## src/rtl/core/mfbr_pkg.sv

```systemverilog
// mfbr_pkg: shared types and constants for the MSB-first bit reader.
// Holds the transaction codes, status codes, word queue sizing and the front/back structs.
// No dependencies.
package mfbr_pkg;

   localparam int QUEUE_DEPTH = 4;
   localparam int QPTR_W      = (QUEUE_DEPTH > 1) ? $clog2(QUEUE_DEPTH) : 1;
   localparam int QCNT_W      = $clog2(QUEUE_DEPTH + 1);

   localparam logic [QCNT_W-1:0] QUEUE_FULL_CNT = QCNT_W'(QUEUE_DEPTH);
   localparam logic [QPTR_W-1:0] QUEUE_LAST_PTR = QPTR_W'(QUEUE_DEPTH - 1);

   // command queue is a fixed two-entry ring with one-bit pointers
   localparam logic [1:0] CMDQ_FULL_CNT = 2'd2;

   localparam logic [1:0] KIND_PUSH  = 2'd0;
   localparam logic [1:0] KIND_SHOW  = 2'd1;
   localparam logic [1:0] KIND_GET   = 2'd2;
   localparam logic [1:0] KIND_FLUSH = 2'd3;

   localparam logic [1:0] ST_OK      = 2'd0;
   localparam logic [1:0] ST_STARVED = 2'd1;
   localparam logic [1:0] ST_FULL    = 2'd2;

   localparam logic [1:0] PRIMED_NONE = 2'd0;
   localparam logic [1:0] PRIMED_HIGH = 2'd1;
   localparam logic [1:0] PRIMED_BOTH = 2'd2;

   localparam logic [5:0] WORD_BITS = 6'd32;

   typedef enum logic [1:0] {
      OP_PUSH,
      OP_SHOW,
      OP_GET,
      OP_FLUSH
   } op_type;

   typedef struct packed {
      op_type      op;
      logic [31:0] word;
      logic [4:0]  nbits;
   } cmd_type;

   typedef struct packed {
      logic [5:0]        bits_left;
      logic [1:0]        primed;
      logic [QCNT_W-1:0] q_count;
   } back_state_type;

endpackage

```

## src/rtl/core/mfbr_channels.sv

```systemverilog
// mfbr_channels: valid/ready channel interfaces for request and response transactions.
// Depends on nothing; payload widths are fixed by the field definitions.
interface mfbr_req_if;
   logic        valid;
   logic        ready;
   logic [1:0]  kind;
   logic [31:0] stream_word;
   logic [4:0]  num_bits;

   modport source (output valid, output kind, output stream_word, output num_bits,
                   input ready);
   modport sink   (input valid, input kind, input stream_word, input num_bits,
                   output ready);
endinterface

interface mfbr_rsp_if;
   logic        valid;
   logic        ready;
   logic [31:0] value;
   logic [1:0]  status;

   modport source (output valid, output value, output status, input ready);
   modport sink   (input valid, input value, input status, output ready);
endinterface

```

## src/rtl/core/mfbr_front.sv

```systemverilog
// mfbr_front: accepts request transactions, decodes the kind into an op code and
// buffers decoded commands in a two-entry queue. Depends on mfbr_pkg, mfbr_req_if.
module mfbr_front
   import mfbr_pkg::*;
(
   input  logic          clock,
   input  logic          reset,
   mfbr_req_if.sink      req_chan,
   output logic          cmd_valid,
   input  logic          cmd_ready,
   output cmd_type       cmd
);

   cmd_type     entry_ff [2];
   logic [0:0]  wr_ptr_ff, wr_ptr_in;
   logic [0:0]  rd_ptr_ff, rd_ptr_in;
   logic [1:0]  count_ff, count_in;
   cmd_type     cmd_in;
   logic        push, pop;

   assign req_chan.ready = (count_ff != CMDQ_FULL_CNT);
   assign cmd_valid      = (count_ff != 2'd0);
   assign cmd            = entry_ff[rd_ptr_ff];

   assign push = req_chan.valid && req_chan.ready;
   assign pop  = cmd_valid && cmd_ready;

   always_comb begin
      cmd_in.word  = req_chan.stream_word;
      cmd_in.nbits = req_chan.num_bits;
      case (req_chan.kind)
         KIND_PUSH:  cmd_in.op = OP_PUSH;
         KIND_SHOW:  cmd_in.op = OP_SHOW;
         KIND_GET:   cmd_in.op = OP_GET;
         KIND_FLUSH: cmd_in.op = OP_FLUSH;
         default:    cmd_in.op = OP_PUSH;
      endcase
   end

   always_comb begin
      wr_ptr_in = push ? ~wr_ptr_ff : wr_ptr_ff;
      rd_ptr_in = pop  ? ~rd_ptr_ff : rd_ptr_ff;
      count_in  = count_ff;
      if (push && !pop) begin
         count_in = count_ff + 2'd1;
      end else if (pop && !push) begin
         count_in = count_ff - 2'd1;
      end
   end

   always_ff @(posedge clock) begin
      if (reset) begin
         wr_ptr_ff <= '0;
         rd_ptr_ff <= '0;
         count_ff  <= '0;
      end else begin
         wr_ptr_ff <= wr_ptr_in;
         rd_ptr_ff <= rd_ptr_in;
         count_ff  <= count_in;
      end
   end

   always_ff @(posedge clock) begin
      if (push) begin
         entry_ff[wr_ptr_ff] <= cmd_in;
      end
   end

endmodule

```

## src/rtl/core/mfbr_back.sv

```systemverilog
// mfbr_back: executes decoded commands against the 64-bit window, the word queue and
// the bit count, and holds the response register. Depends on mfbr_pkg, mfbr_rsp_if.
module mfbr_back
   import mfbr_pkg::*;
(
   input  logic           clock,
   input  logic           reset,
   input  logic           cmd_valid,
   output logic           cmd_ready,
   input  cmd_type        cmd,
   mfbr_rsp_if.source     rsp_chan,
   output back_state_type state
);

   logic [31:0]       win_hi_ff, win_hi_in;
   logic [31:0]       win_lo_ff, win_lo_in;
   logic [5:0]        bits_left_ff, bits_left_in;
   logic [1:0]        primed_ff, primed_in;
   logic [31:0]       word_q_ff [QUEUE_DEPTH];
   logic [QPTR_W-1:0] q_rd_ptr_ff, q_rd_ptr_in;
   logic [QPTR_W-1:0] q_wr_ptr_ff, q_wr_ptr_in;
   logic [QCNT_W-1:0] q_count_ff, q_count_in;
   logic              q_wr_en;

   logic              rsp_valid_ff, rsp_valid_in;
   logic [31:0]       value_ff, value_in;
   logic [1:0]        status_ff, status_in;

   logic [63:0]       win;
   logic [6:0]        shamt;
   logic [31:0]       shifted;
   logic [31:0]       mask;
   logic [31:0]       field;
   logic              need_refill;
   logic              fire;

   assign cmd_ready       = !rsp_valid_ff || rsp_chan.ready;
   assign fire            = cmd_valid && cmd_ready;
   assign rsp_chan.valid  = rsp_valid_ff;
   assign rsp_chan.value  = value_ff;
   assign rsp_chan.status = status_ff;

   assign state.bits_left = bits_left_ff;
   assign state.primed    = primed_ff;
   assign state.q_count   = q_count_ff;

   assign win         = {win_hi_ff, win_lo_ff};
   assign shamt       = 7'd32 + {1'b0, bits_left_ff} - {2'b00, cmd.nbits};
   assign shifted     = 32'(win >> shamt);
   assign mask        = 32'((33'd1 << cmd.nbits) - 33'd1);
   assign field       = shifted & mask;
   assign need_refill = ({1'b0, cmd.nbits} > bits_left_ff);

   always_comb begin
      win_hi_in    = win_hi_ff;
      win_lo_in    = win_lo_ff;
      bits_left_in = bits_left_ff;
      primed_in    = primed_ff;
      q_rd_ptr_in  = q_rd_ptr_ff;
      q_wr_ptr_in  = q_wr_ptr_ff;
      q_count_in   = q_count_ff;
      q_wr_en      = 1'b0;
      value_in     = value_ff;
      status_in    = status_ff;
      rsp_valid_in = rsp_valid_ff;

      if (fire) begin
         rsp_valid_in = 1'b1;
         value_in     = '0;
         status_in    = ST_OK;
         if (cmd.op == OP_PUSH) begin
            if (primed_ff == PRIMED_NONE) begin
               win_hi_in = cmd.word;
               primed_in = PRIMED_HIGH;
            end else if (primed_ff == PRIMED_HIGH) begin
               win_lo_in    = cmd.word;
               primed_in    = PRIMED_BOTH;
               bits_left_in = WORD_BITS;
            end else if (q_count_ff == QUEUE_FULL_CNT) begin
               status_in = ST_FULL;
            end else begin
               q_wr_en     = 1'b1;
               q_wr_ptr_in = (q_wr_ptr_ff == QUEUE_LAST_PTR) ? '0
                                                             : q_wr_ptr_ff + QPTR_W'(1);
               q_count_in  = q_count_ff + QCNT_W'(1);
            end
         end else if (primed_ff != PRIMED_BOTH) begin
            status_in = ST_STARVED;
         end else if (cmd.op == OP_SHOW) begin
            value_in = field;
         end else if (!need_refill) begin
            bits_left_in = bits_left_ff - 6'(cmd.nbits);
            if (cmd.op == OP_GET) begin
               value_in = field;
            end
         end else if (q_count_ff == '0) begin
            status_in = ST_STARVED;
         end else begin
            win_hi_in    = win_lo_ff;
            win_lo_in    = word_q_ff[q_rd_ptr_ff];
            q_rd_ptr_in  = (q_rd_ptr_ff == QUEUE_LAST_PTR) ? '0
                                                           : q_rd_ptr_ff + QPTR_W'(1);
            q_count_in   = q_count_ff - QCNT_W'(1);
            bits_left_in = bits_left_ff + WORD_BITS - 6'(cmd.nbits);
            if (cmd.op == OP_GET) begin
               value_in = field;
            end
         end
      end else if (rsp_chan.ready) begin
         rsp_valid_in = 1'b0;
      end
   end

   always_ff @(posedge clock) begin
      if (reset) begin
         win_hi_ff    <= '0;
         win_lo_ff    <= '0;
         bits_left_ff <= '0;
         primed_ff    <= PRIMED_NONE;
         q_rd_ptr_ff  <= '0;
         q_wr_ptr_ff  <= '0;
         q_count_ff   <= '0;
         rsp_valid_ff <= 1'b0;
      end else begin
         win_hi_ff    <= win_hi_in;
         win_lo_ff    <= win_lo_in;
         bits_left_ff <= bits_left_in;
         primed_ff    <= primed_in;
         q_rd_ptr_ff  <= q_rd_ptr_in;
         q_wr_ptr_ff  <= q_wr_ptr_in;
         q_count_ff   <= q_count_in;
         rsp_valid_ff <= rsp_valid_in;
      end
   end

   always_ff @(posedge clock) begin
      value_ff  <= value_in;
      status_ff <= status_in;
      if (q_wr_en) begin
         word_q_ff[q_wr_ptr_ff] <= cmd.word;
      end
   end

endmodule

```

## src/rtl/core/msb_first_bit_reader.sv

```systemverilog
// msb_first_bit_reader: top level of the MSB-first bit field reader.
// Instantiates mfbr_front and mfbr_back; uses mfbr_pkg and mfbr_channels.
//
//   Channel    Modport  Fields                              Role
//   req_chan   sink     kind, stream_word, num_bits         push/show/get/flush transaction
//   rsp_chan   source   value, status                       one response per transaction
//
// Sustained rate is one transaction per cycle while rsp_chan.ready holds; an accepted request
// passes the command queue entry, then the response register, before its response is valid.
// The rate is set by the execute stage, which updates window, bit count and queue together.
// Reset is synchronous: window unprimed, word queue and command queue empty.
// A stalled response holds the execute stage; req_chan.ready drops once both command
// queue entries are occupied.
module msb_first_bit_reader
   import mfbr_pkg::*;
(
   input  logic        clock,
   input  logic        reset,
   mfbr_req_if.sink    req_chan,
   mfbr_rsp_if.source  rsp_chan
);

   logic           cmd_valid;
   logic           cmd_ready;
   cmd_type        cmd;
   back_state_type bstate;

   mfbr_front u_front (
      .clock     (clock),
      .reset     (reset),
      .req_chan  (req_chan),
      .cmd_valid (cmd_valid),
      .cmd_ready (cmd_ready),
      .cmd       (cmd)
   );

   mfbr_back u_back (
      .clock     (clock),
      .reset     (reset),
      .cmd_valid (cmd_valid),
      .cmd_ready (cmd_ready),
      .cmd       (cmd),
      .rsp_chan  (rsp_chan),
      .state     (bstate)
   );

   a_bits_left_range: assert property (@(posedge clock) disable iff (reset)
      bstate.bits_left <= WORD_BITS)
      else $error("bits_left above one word");

   a_queue_count_range: assert property (@(posedge clock) disable iff (reset)
      bstate.q_count <= QUEUE_FULL_CNT)
      else $error("word queue count above depth");

   a_queue_needs_prime: assert property (@(posedge clock) disable iff (reset)
      (bstate.q_count != '0) |-> (bstate.primed == PRIMED_BOTH))
      else $error("word queued before window primed");

   a_error_value_zero: assert property (@(posedge clock) disable iff (reset)
      (rsp_chan.valid && (rsp_chan.status == ST_STARVED || rsp_chan.status == ST_FULL))
         |-> (rsp_chan.value == '0))
      else $error("nonzero value with error status");

   a_full_only_primed: assert property (@(posedge clock) disable iff (reset)
      (rsp_chan.valid && rsp_chan.status == ST_FULL) |-> (bstate.q_count == QUEUE_FULL_CNT))
      else $error("full status with free queue entry");

endmodule
```

## src/flat_wrapper.sv

```systemverilog
// flat-port wrapper written by rule: the top's interface ports become plain ports
module msb_first_bit_reader_flat import mfbr_pkg::*;
  (clock, reset, req_chan_valid, req_chan_kind, req_chan_stream_word, req_chan_num_bits, req_chan_ready, rsp_chan_valid, rsp_chan_value, rsp_chan_status, rsp_chan_ready);
  mfbr_req_if req_chan_i ();
  mfbr_rsp_if rsp_chan_i ();
  input  logic clock;
  input  logic reset;
  input wire logic [$bits(req_chan_i.valid)-1:0] req_chan_valid;
  input wire logic [$bits(req_chan_i.kind)-1:0] req_chan_kind;
  input wire logic [$bits(req_chan_i.stream_word)-1:0] req_chan_stream_word;
  input wire logic [$bits(req_chan_i.num_bits)-1:0] req_chan_num_bits;
  output wire logic [$bits(req_chan_i.ready)-1:0] req_chan_ready;
  output wire logic [$bits(rsp_chan_i.valid)-1:0] rsp_chan_valid;
  output wire logic [$bits(rsp_chan_i.value)-1:0] rsp_chan_value;
  output wire logic [$bits(rsp_chan_i.status)-1:0] rsp_chan_status;
  input wire logic [$bits(rsp_chan_i.ready)-1:0] rsp_chan_ready;
  assign req_chan_i.valid = req_chan_valid;
  assign req_chan_i.kind = req_chan_kind;
  assign req_chan_i.stream_word = req_chan_stream_word;
  assign req_chan_i.num_bits = req_chan_num_bits;
  assign req_chan_ready = req_chan_i.ready;
  assign rsp_chan_valid = rsp_chan_i.valid;
  assign rsp_chan_value = rsp_chan_i.value;
  assign rsp_chan_status = rsp_chan_i.status;
  assign rsp_chan_i.ready = rsp_chan_ready;
  msb_first_bit_reader u_core (.clock(clock), .reset(reset), .req_chan(req_chan_i), .rsp_chan(rsp_chan_i));
endmodule
```

## config.mk

```make
export PLATFORM = sky130hd
export DESIGN_NAME = msb_first_bit_reader_flat
export DESIGN_NICKNAME = d
export VERILOG_FILES = /design/src/rtl/core/mfbr_pkg.sv /design/src/rtl/core/mfbr_channels.sv /design/src/rtl/core/mfbr_front.sv /design/src/rtl/core/mfbr_back.sv /design/src/rtl/core/msb_first_bit_reader.sv /design/src/flat_wrapper.sv
export SDC_FILE = /design/constraint.sdc
export NUM_CORES = 1
export LEC_CHECK = 0
export ABC_AREA = 1
export ABC_CLOCK_PERIOD_IN_PS = 9150
export BUFFER_PORTS_ARGS = -buffer_cell sky130_fd_sc_hd__buf_2
export CAP_MARGIN = 20
export CORE_UTILIZATION = 45
export DETAILED_ROUTE_END_ITERATION = 6
export PLACE_DENSITY = 0.7
export SYNTH_ARGS = -nofsm -noshare
export SYNTH_HDL_FRONTEND = slang
export SYNTH_SLANG_ARGS = --single-unit
```

## constraint.sdc

```tcl
create_clock -name clock -period 9.15 [get_ports clock]
set_clock_uncertainty 0.2 [all_clocks]
set_input_delay 0.4575 -clock clock [delete_from_list [all_inputs] [get_ports clock]]
set_output_delay 0.4575 -clock clock [all_outputs]
set_load 0.01 [all_outputs]
```

Yosys cells after proc, flatten, opt, wreduce, memory -nomap -nowiden

Memories as Yosys holds them, arrays and structs flattened. A register that Yosys moved wholly into a read port is not among the register bits.
Cells that the tools add are included.

Memory bits (read-only): 0
Bits in latches: 0
Flip-flop bits (word level): 118
Word-level logic and storage cells: 147
Bits in writable memories: 206
Memories kept: 2
Output and inout port bits: 36
Bits of input ports: 43

Equality and inequality tests: 20
Bitwise operators: 10
Multiplexer cells: 62
Divide/modulo/power cells: 0
Magnitude comparators: 1
Reduce and logical (&&, ||, !) cells: 25
$mul: 0
$add $sub $neg: 12
Shift-type cells: 2

Memory list:

| memory                  | depth | width | rd ports | clocked after memory_dff | write ports | line             | text |
|---|---|---|---|---|---|---|---|
| u_core.u_back.word_q_ff | 4     | 32    | 1        | 1                        | 1           | mfbr_back.sv:19  | `logic [31:0] word_q_ff [QUEUE_DEPTH];` |
| u_core.u_front.entry_ff | 2     | 39    | 1        | 1                        | 1           | mfbr_front.sv:14 | `cmd_type entry_ff [2];` |

Operators by type and width:

| cell                                                | number |
|---|---|
| 2-to-1 mux 32 bit                                   | 17 |
| >> shifter 64 x 7 -> 32 bit                         | 1 |
| 2-to-1 mux 6 bit                                    | 7 |
| AND 32 bit                                          | 1 |
| left shift 1 x 5 -> 32 bit, first input constant    | 1 |
| subtractor 32 x 1 -> 32 bit, second input constant  | 1 |
| 2-to-1 mux 2 bit                                    | 12 |
| 2-to-1 mux 3 bit                                    | 8 |
| AND reduction 6 bit                                 | 3 |
| 2-to-1 mux 1 bit                                    | 17 |
| inequality test 2 bit, second input constant        | 8 |
| subtractor 6 x 5 -> 6 bit                           | 2 |
| equality test 2 bit, second input constant          | 5 |
| nonzero test 2 bit                                  | 5 |
| NOT 1 bit                                           | 9 |
| one-hot mux 2 bit (4 select lines)                  | 1 |
| AND reduction 8 bit                                 | 1 |
| adder 6 x 6 -> 7 bit, first input constant          | 1 |
| AND reduction 7 bit                                 | 1 |
| subtractor 7 x 5 -> 7 bit                           | 1 |
| adder 2 x 1 -> 2 bit, second input constant         | 3 |
| adder 6 bit, second input constant                  | 1 |
| equality test 2 x 1 -> 1 bit, second input constant | 3 |
| > comparator 5 x 6 -> 1 bit                         | 1 |
| other kinds (14)                                    | 22 |

Depth between registers and ports, before layout

Gate-level depths: netlist of run 1.

Word-level depth: 8
Gate-level depth with buffers: 21
Mapped depth without buffers: 18

Cells and area by module

From an unflattened synthesis of run 1, not the netlist that was laid out.

Cell total of the unflattened synthesis: 2139
Area total of the unflattened synthesis: 17822.1 um2

Modules (own cells, without submodules):

| module     | seq. area each (um2) | cells each | instances | area each (um2) |
|---|---|---|---|---|
| mfbr_back  | 6506.2               | 1979       | 1         | 14715.4 |
| mfbr_front | 2442.3               | 160        | 1         | 3106.7 |

Least setup slack after synthesis of run 1

OpenSTA, ideal clock, no wires.

Path type: input -> register
From: input rsp_chan_ready
To: memory u_core.u_back.word_q_ff[0][0], enable pin
Arrival: 3224 ps
Data required time: 8529 ps
Path buffers: 0
Library setup time: 421 ps
Cell stages on the path: 6
Slack: 5305 ps
Path through: nor2_1 -> a21oi_4 -> inv_1 -> nor2_1 -> nand3_1 -> nor2_1

Cells in the longest elaborated chain, start to end: 5

RTL lines:

| item                                   | line               | text |
|---|---|---|
| from (decl)                            | flat_wrapper.sv:16 | `input wire logic [$bits(rsp_chan_i.ready)-1:0] rsp_chan_ready;` |
| logical OR 1 bit                       | mfbr_back.sv:37    | `assign cmd_ready = !rsp_valid_ff \|\| rsp_chan.ready;` |
| logical AND 1 bit                      | mfbr_back.sv:38    | `assign fire = cmd_valid && cmd_ready;` |
| via u_core.u_back.fire                 | mfbr_back.sv:35    | `logic fire;` |
| 2-to-1 mux 1 bit                       | mfbr_back.sv:67    | `if (fire) begin` |
| 2-to-1 mux 1 bit                       | mfbr_back.sv:139   | `if (q_wr_en) begin` |
| 2-to-1 mux 1 bit (implied by the code) | mfbr_back.sv:140   | `word_q_ff[q_wr_ptr_ff] <= cmd.word;` |
| to (decl)                              | mfbr_back.sv:19    |  |

The timed path passes the listed nets, and every way through them passes these cells.

==> results.cfg, run 1 <==
[finish]
final-instance-count-excl-fill = 2812
antennaDiodeCount = 0
layout_cell_share_with_drive_strength_beyond_1 = 0.09895
final_core_utilization = 0.5160
areaGrowthSynthToFinish_pct = 12.48
nets = 2334

[die]
dieWidth_microns = 201.2
die_y_microns = 201.2
die-area_sq_um = 40480
rows = 72
core-area_sq_um = 38920
ios = 79
initial_utilization = 0.4588

[setup_path]
worst_ep_arrival_time_ps = 5180
critical_path_required_ps = 9230
worst_setup_path_end_kind = flop
worstPathMaxFanout = 59
critPathLaunchType = flop
path_class = flop to flop

[logic_synthesis]
syn-cell-area_sq_um = 17850
synth-simple-area-share = 0.3016
synth.yosys.seq_area_share = 0.5012
synth_adder_area_share = 0.01934
synth.ff_latch_count = 327
postSynthAreaPerCell_sq_um = 8.017
synth_enable_flop_cells = 240
ys_warn_count = 0
compound_cell_area_share_of_the_yosys_netlist = 0.1088
muxShareOfSynthArea = 0
postSynth.topFlopCell = sky130_fd_sc_hd__edfxtp_1
synth.distinct_cells = 48
synth_top_family_by_area = simple AND/OR/NAND/NOR gates
async_flop_share = 0
synth_fp_nets = 2294
post_synth_xor_area_fraction = 0.004906
syn-instance-count = 2227

[sta]
post-route-period-util = 0.5575
timing.max_slew.rel_slack = 0.3337
tns_setup_ps = 0
worst_slew_pin_slew_ps = 993.3
hold-worst-slack_ps = 34.79
maxClockFrequency_mhz = 196.0
grt_setup_unrepaired = no
finalWorstPathRequiredPeriod_ps = 5102
final-setup-viol-count = 0
report.final.hold_viol_count = 0
finalMaxSlewViolations = 0

[clock_tree]
clk_pin_slew_worst_paths_ps = 60
clock-sinks = 327
clock_insertion_delay_worst_skew_ps = 560
postcts_resize_cnt = 0
tritoncts = done
cts_setup_buffers = 0
clock_path_buffers = 3
cts-root-buf = sky130_fd_sc_hd__clkbuf_16
cts_made_buffers = 36
ctsHoldBuffers = 39
cts_max_level = 2

[routing]
drc = 0
initialDrtViolationCount = 1347
routed_wl_microns = 50250
routedWlPerCell_microns = 17.87
drt-vias-per-instance = 5.582
route.vias.total = 15696
drtAntennaViolNets = 0
dr.pass1.iters = 6

[flow_run]
max_cap_viol_count = 0

[global_route]
first_global_vias = 14901
grt_remaining_overflow = 0
grt_antenna_before_repair = 0
gr-usage-all-layers = 0.2530
pin_count_of_the_biggest_net_entering_global_routing = 76
grt_pass1_wl_microns = 81880

[pwr]
power-per-cell-area_nw_per_um2 = 384.6
total_power_mw = 7.724
static-leakage-power_nw = 8.133
vdd_ir_drop_max_uv = 211.6

[place]
gp_congestion = 0.9924
post-place-cells = 2706
detailed_place_hpwl_microns = 33980
numPortBuffers = 78

[run_status]
status = finished, final reports clean

[min_path]
min_path_type = primary input to flop
## registers in the layout, indices dropped and copies added (netlist names), named ones only
name	cells
u_core.u_front.wr_ptr_ff	1
u_core.u_front.rd_ptr_ff	1
u_core.u_back.word_q_ff	128
u_core.u_back.rsp_chan.value	32
u_core.u_back.win_lo_ff	32
u_core.u_back.rsp_chan.valid	1
u_core.u_back.q_count_ff	3
u_core.u_back.primed_ff	2
u_core.u_back.q_wr_ptr_ff	2
u_core.u_front.count_ff	2
u_core.u_back.q_rd_ptr_ff	2
u_core.u_back.bits_left_ff	6
u_core.u_back.rsp_chan.status	2
u_core.u_front.entry_ff	78
u_core.u_back.win_hi_ff	32
## synth_stat cells (5+ instances only)
cell / n / area [sq um]
sky130_fd_sc_hd__dfxtp_1: 87 / 1742
sky130_fd_sc_hd__fa_1: 6 / 120.1
sky130_fd_sc_hd__buf_1: 24 / 90.09
sky130_fd_sc_hd__o211ai_1: 17 / 127.6
sky130_fd_sc_hd__ha_1: 18 / 225.2
sky130_fd_sc_hd__nor2_4: 5 / 56.30
sky130_fd_sc_hd__o21ai_1: 41 / 205.2
sky130_fd_sc_hd__nand2_2: 13 / 81.33
sky130_fd_sc_hd__inv_1: 107 / 401.6
sky130_fd_sc_hd__clkbuf_1: 58 / 217.7
sky130_fd_sc_hd__o21ai_0: 230 / 1151
sky130_fd_sc_hd__nand2_1: 502 / 1884
sky130_fd_sc_hd__a21oi_1: 72 / 360.4
sky130_fd_sc_hd__xor2_1: 5 / 43.79
sky130_fd_sc_hd__nor3_1: 7 / 35.03
sky130_fd_sc_hd__buf_6: 10 / 112.6
sky130_fd_sc_hd__nand3_1: 407 / 2037
sky130_fd_sc_hd__xnor2_1: 5 / 43.79
sky130_fd_sc_hd__nor2_1: 266 / 998.5
sky130_fd_sc_hd__edfxtp_1: 240 / 7207
sky130_fd_sc_hd__nand4_1: 7 / 43.79
sky130_fd_sc_hd__buf_2: 34 / 170.2
sky130_fd_sc_hd__inv_2: 11 / 41.29
sky130_fd_sc_hd__buf_4: 12 / 90.09
sky130_fd_sc_hd__or2_2: 9 / 56.30
## where the power goes
| part | switching [mW] | internal (mW) | total, mW |
|---|---|---|---|
| Sequential | 0.0947 | 1.86 | 1.95 |
| Combinational | 3.10 | 1.21 | 4.31 |
| Clock | 0.600 | 0.865 | 1.46 |
## logic make-up after synthesis
logic type	Yosys count
xor gates and xnor gates	10
adders and majority gates	24
buffers and inverters	259
other	1
AOI/OAI and AO/OA	370
DFF	327
and+or+nand+nor	1236
## routing by layer
layer	GRT usage	share of wire
met5	0	0
met4	0.07386	0.023
met3	0.03920	0.070
met2	0.3989	0.45
met1	0.3597	0.46
## cells in the final DEF, fill, tap and decap left out, types with 3 or more instances in the layout
| cell | synthesis | final |
|---|---|---|
| sky130_fd_sc_hd__xor2_1 | 5 | 3 |
| sky130_fd_sc_hd__buf_2 | 34 | 78 |
| sky130_fd_sc_hd__nand3_1 | 407 | 407 |
| sky130_fd_sc_hd__nand2_4 | 4 | 4 |
| sky130_fd_sc_hd__inv_2 | 11 | 11 |
| sky130_fd_sc_hd__or2_2 | 9 | 9 |
| sky130_fd_sc_hd__buf_4 | 12 | 20 |
| sky130_fd_sc_hd__nor3_1 | 7 | 7 |
| sky130_fd_sc_hd__clkinv_2 | 0 | 6 |
| sky130_fd_sc_hd__o21ai_1 | 41 | 41 |
| sky130_fd_sc_hd__clkbuf_16 | 0 | 38 |
| sky130_fd_sc_hd__clkinv_1 | 1 | 6 |
| sky130_fd_sc_hd__o21ai_0 | 230 | 230 |
| sky130_fd_sc_hd__bufinv_16 | 0 | 3 |
| sky130_fd_sc_hd__buf_12 | 0 | 3 |
| sky130_fd_sc_hd__dfxtp_1 | 87 | 85 |
| sky130_fd_sc_hd__nand2_2 | 13 | 14 |
| sky130_fd_sc_hd__nand3_2 | 4 | 4 |
| sky130_fd_sc_hd__nor2_1 | 266 | 260 |
| sky130_fd_sc_hd__fa_1 | 6 | 4 |
| sky130_fd_sc_hd__ha_1 | 18 | 17 |
| sky130_fd_sc_hd__nand2_1 | 502 | 501 |
| sky130_fd_sc_hd__dlygate4sd3_1 | 0 | 39 |
| sky130_fd_sc_hd__clkbuf_1 | 58 | 6 |
| sky130_fd_sc_hd__edfxtp_1 | 240 | 240 |
| sky130_fd_sc_hd__xnor2_1 | 5 | 4 |
| sky130_fd_sc_hd__nor2_2 | 2 | 6 |
| sky130_fd_sc_hd__o211ai_1 | 17 | 17 |
| sky130_fd_sc_hd__a21oi_1 | 72 | 72 |
| sky130_fd_sc_hd__inv_1 | 107 | 107 |
| sky130_fd_sc_hd__nor2_4 | 5 | 7 |
| sky130_fd_sc_hd__nand4_1 | 7 | 7 |
## per-stage QoR
stage / worst slack [ps] / instance area [sq um]
after floorplan: 5305 / 17850
after global routing: 3741 / 20080
after global placement: 4079 / 18440
after CTS: 4024 / 20040
after detailed placement: 4060 / 18460
final: 4048 / 20080
## final cells by class
cell class                      instances  area (sq um)
Fill cell                            3706         18840
Sequential cell                       327          8951
Multi-Input combinational cell       1641          7843
Clock buffer                           47          1008
Timing Repair Buffer                  140         991.0
Tap cell                              518         648.1
Inverter                              121         461.7
Clock inverter                         18         178.9
## worst paths after layout
path	from	endpoint	slack, ps	cells after the start
max	flop	u_core.u_back.rsp_chan.value[12]	4050	16
max reg2reg	flop	u_core.u_back.rsp_chan.value[12]	4050	16
min	reset	u_core.u_back.bits_left_ff[4]	30	2
min reg2reg	u_core.u_front.rd_ptr_ff	u_core.u_front.rd_ptr_ff	260	1
## worst max-delay path, stage by stage (launching register included)
cell and delay, ps:
sky130_fd_sc_hd__dfxtp_2 430, sky130_fd_sc_hd__inv_6 310, sky130_fd_sc_hd__nand2_1 110, sky130_fd_sc_hd__nand2_2 300, sky130_fd_sc_hd__ha_1 240, sky130_fd_sc_hd__inv_1 60, sky130_fd_sc_hd__fa_1 640, sky130_fd_sc_hd__inv_1 110
sky130_fd_sc_hd__a21oi_1 190, sky130_fd_sc_hd__nand3_1 120, sky130_fd_sc_hd__nand2_2 90, sky130_fd_sc_hd__buf_4 540, sky130_fd_sc_hd__inv_2 570, sky130_fd_sc_hd__nand2_1 210, sky130_fd_sc_hd__nor2_1 60, sky130_fd_sc_hd__a21oi_1 450
sky130_fd_sc_hd__nor2_1 140
No activity file was read; power rests on OpenSTA's default activity.
==> run 2: changes to the inputs <==
ABC_CLOCK_PERIOD_IN_PS = 5300   (was 9150)
clock period = 5.3 ns   (was 9.15 ns; I/O delays follow)
==> run 2 against run 1 <==
Utilization up 0.071 points. Clock power grew 75%. Sequential cell count did not move. Setup slack worse by 3100 ps. Cell count rose by 0.28%. Global-route usage increased by 0.93 points. Final area up 0.14%. Die area stayed put. Sequential share of layout area fell by 0.061 points. Register-to-register slack lost 3100 ps. Routed wire length increased by 4.2%. Power up 75%. Largest cell class unchanged. Highest routed layer unchanged.
==> results.cfg, run 2 (synthesis gave the netlist of run 1 again) <==
[routing]
routedWlPerCell_microns = 18.57
drc = 0
routed_wl_microns = 52380
route.vias.total = 15850
initialDrtViolationCount = 1498
dr.pass1.iters = 5
drt-vias-per-instance = 5.621
drtAntennaViolNets = 0

[sta]
finalWorstPathRequiredPeriod_ps = 4320
worst_slew_pin_slew_ps = 987.5
post-route-period-util = 0.8151
report.final.hold_viol_count = 0
final_critical_path_setup_slack_ps = 980.2
final-setup-viol-count = 0
maxClockFrequency_mhz = 231.5
finalMaxSlewViolations = 0
grt_setup_unrepaired = no
timing.max_slew.rel_slack = 0.3347
tns_setup_ps = 0
hold-worst-slack_ps = 41.40

[global_route]
grt_remaining_overflow = 0
first_global_vias = 15089
gr-usage-all-layers = 0.2623
grt_antenna_before_repair = 0
pin_count_of_the_biggest_net_entering_global_routing = 72
grt_pass1_wl_microns = 84250

[die]
ios = 79
core-area_sq_um = 38920
rows = 72
initial_utilization = 0.4588
dieWidth_microns = 201.2
die_y_microns = 201.2
die-area_sq_um = 40480

[setup_path]
critPathLaunchType = flop
worst_r2r_path_depth = 15
critical_path_required_ps = 5400
crit_slowest_cell = sky130_fd_sc_hd__inv_2
worst_ep_arrival_time_ps = 4420
regToRegSetupSlack_ps = 980
worst_r2r_endpoint = u_core.u_back.rsp_chan.value[26]
worst_path_dominant_cell_family = buffers and inverters
timing.critical_path.buf_inv = 4
timing.critical_path.cells = inv_6 -> nand2_1 -> nand2_2 -> ha_1 -> inv_1 -> fa_1 -> inv_1 -> a21oi_1 -> nand2_1 -> nand2_1 -> nand2_2 -> inv_2 -> o21ai_0 -> nand3_1 -> nor2_1
cpMostUsedCell = sky130_fd_sc_hd__nand2_1
cp_num_cells = 15
worst_setup_path_end_kind = flop
worstPathMaxFanout = 50
maximum_single_stage_delay_on_the_critical_path_ps = 720
path_class = flop to flop

[place]
post_placement_cell_area_sq_um = 18490
gp_congestion = 1.017
detailed_place_hpwl_microns = 35570
post-place-ws_ps = 1046
numPortBuffers = 78
post-place-cells = 2711

[finish]
nets = 2341
antennaDiodeCount = 0
mostFrequentLayoutCell = sky130_fd_sc_hd__nand2_1
largest_register_ffs = 128
final_core_utilization = 0.5167
layout.cells.most_common_list = sky130_fd_sc_hd__nand2_1, sky130_fd_sc_hd__nand3_1, sky130_fd_sc_hd__nor2_1
reg.largest.list = u_core.u_back.word_q_ff: 128 flops, u_core.u_front.entry_ff: 78 flops
largest_register = u_core.u_back.word_q_ff
layout_cell_share_with_drive_strength_beyond_1 = 0.1012
finalInstanceArea_sq_um = 20110
areaGrowthSynthToFinish_pct = 12.64
final-instance-count-excl-fill = 2820

[pwr]
static-leakage-power_nw = 8.155
power-per-cell-area_nw_per_um2 = 673.4
total_power_mw = 13.54
vdd_ir_drop_max_uv = 500.5

[clock_tree]
cts_made_buffers = 37
postcts_resize_cnt = 0
clock_path_buffers = 3
tritoncts = done
cts_max_level = 2
clock-sinks = 327
clk_pin_slew_worst_paths_ps = 60
cts-root-buf = sky130_fd_sc_hd__clkbuf_16
clock_insertion_delay_worst_skew_ps = 560
cts_setup_buffers = 0

[min_path]
min_delay_worst_endpoint = u_core.u_front.wr_ptr_ff
timing.hold.worst.start = req_chan_valid
holdPathStages = 5
min_path_type = primary input to flop

[flow_run]
max_cap_viol_count = 0

[run_status]
status = finished, final reports clean
==> run 2: cell types whose count changed in the layout (fill, tap and decap cells not counted), moves of 2 or more <==
| cell | previous run | this run |
|---|---|---|
| sky130_fd_sc_hd__dlygate4sd3_1 | 39 | 41 |
| sky130_fd_sc_hd__inv_6 | 1 | 6 |
| sky130_fd_sc_hd__clkinvlp_2 | 0 | 2 |
| sky130_fd_sc_hd__buf_4 | 20 | 25 |
==> run 2: per-layer routing <==
layer  routed length [microns]  share of wire  global-route usage  vias up
met5                         0              0                   0        -
met4                       971          0.019             0.06466        0
met3                      3246          0.062             0.03223       60
met2                     24230           0.46              0.4229      522
met1                     23920           0.46              0.3750     7580
li1                          -              -                   -     7688
==> run 2: layout make-up <==
class | instances | area (sq um)
fillers | 3745 | 18810
inverters | 121 | 461.7
repair buffers | 146 | 1028
well taps | 518 | 648.1
clock inverters | 23 | 226.5
flip-flops and latches | 327 | 8951
clock buffers | 44 | 962.2
multi-input cells | 1641 | 7831
==> run 2: worst max path at each step <==
stage / to / startpoint
after floorplan: u_core.u_back.word_q_ff[0][0] / u_core.u_back.rsp_chan.valid
after global placement: u_core.u_back.rsp_chan.value[30] / flop
after detailed placement: u_core.u_back.rsp_chan.value[26] / flop
after CTS: u_core.u_back.rsp_chan.value[26] / flop
after global routing: u_core.u_back.rsp_chan.value[4] / flop
final: u_core.u_back.rsp_chan.value[26] / flop
==> run 2: tightest hold or removal path: stages <==
cell and delay, ps:
sky130_fd_sc_hd__buf_2 80, sky130_fd_sc_hd__nand2_1 140, sky130_fd_sc_hd__inv_1 110, sky130_fd_sc_hd__o21ai_0 80, sky130_fd_sc_hd__nor2_1 80
==> run 2: repair_timing <==
action                                 in CTS  in global routing
endpoints found under the hold margin      87                  0
setup endpoints to repair                   0                  0
hold buffers                               41                  0
==> run 2: power by group <==
group | total, mW | switching (mW) | internal (mW)
logic | 7.64 | 5.55 | 2.09
clock network | 2.55 | 1.09 | 1.47
registers | 3.35 | 0.148 | 3.20
total | 13.5 | 6.78 | 6.76
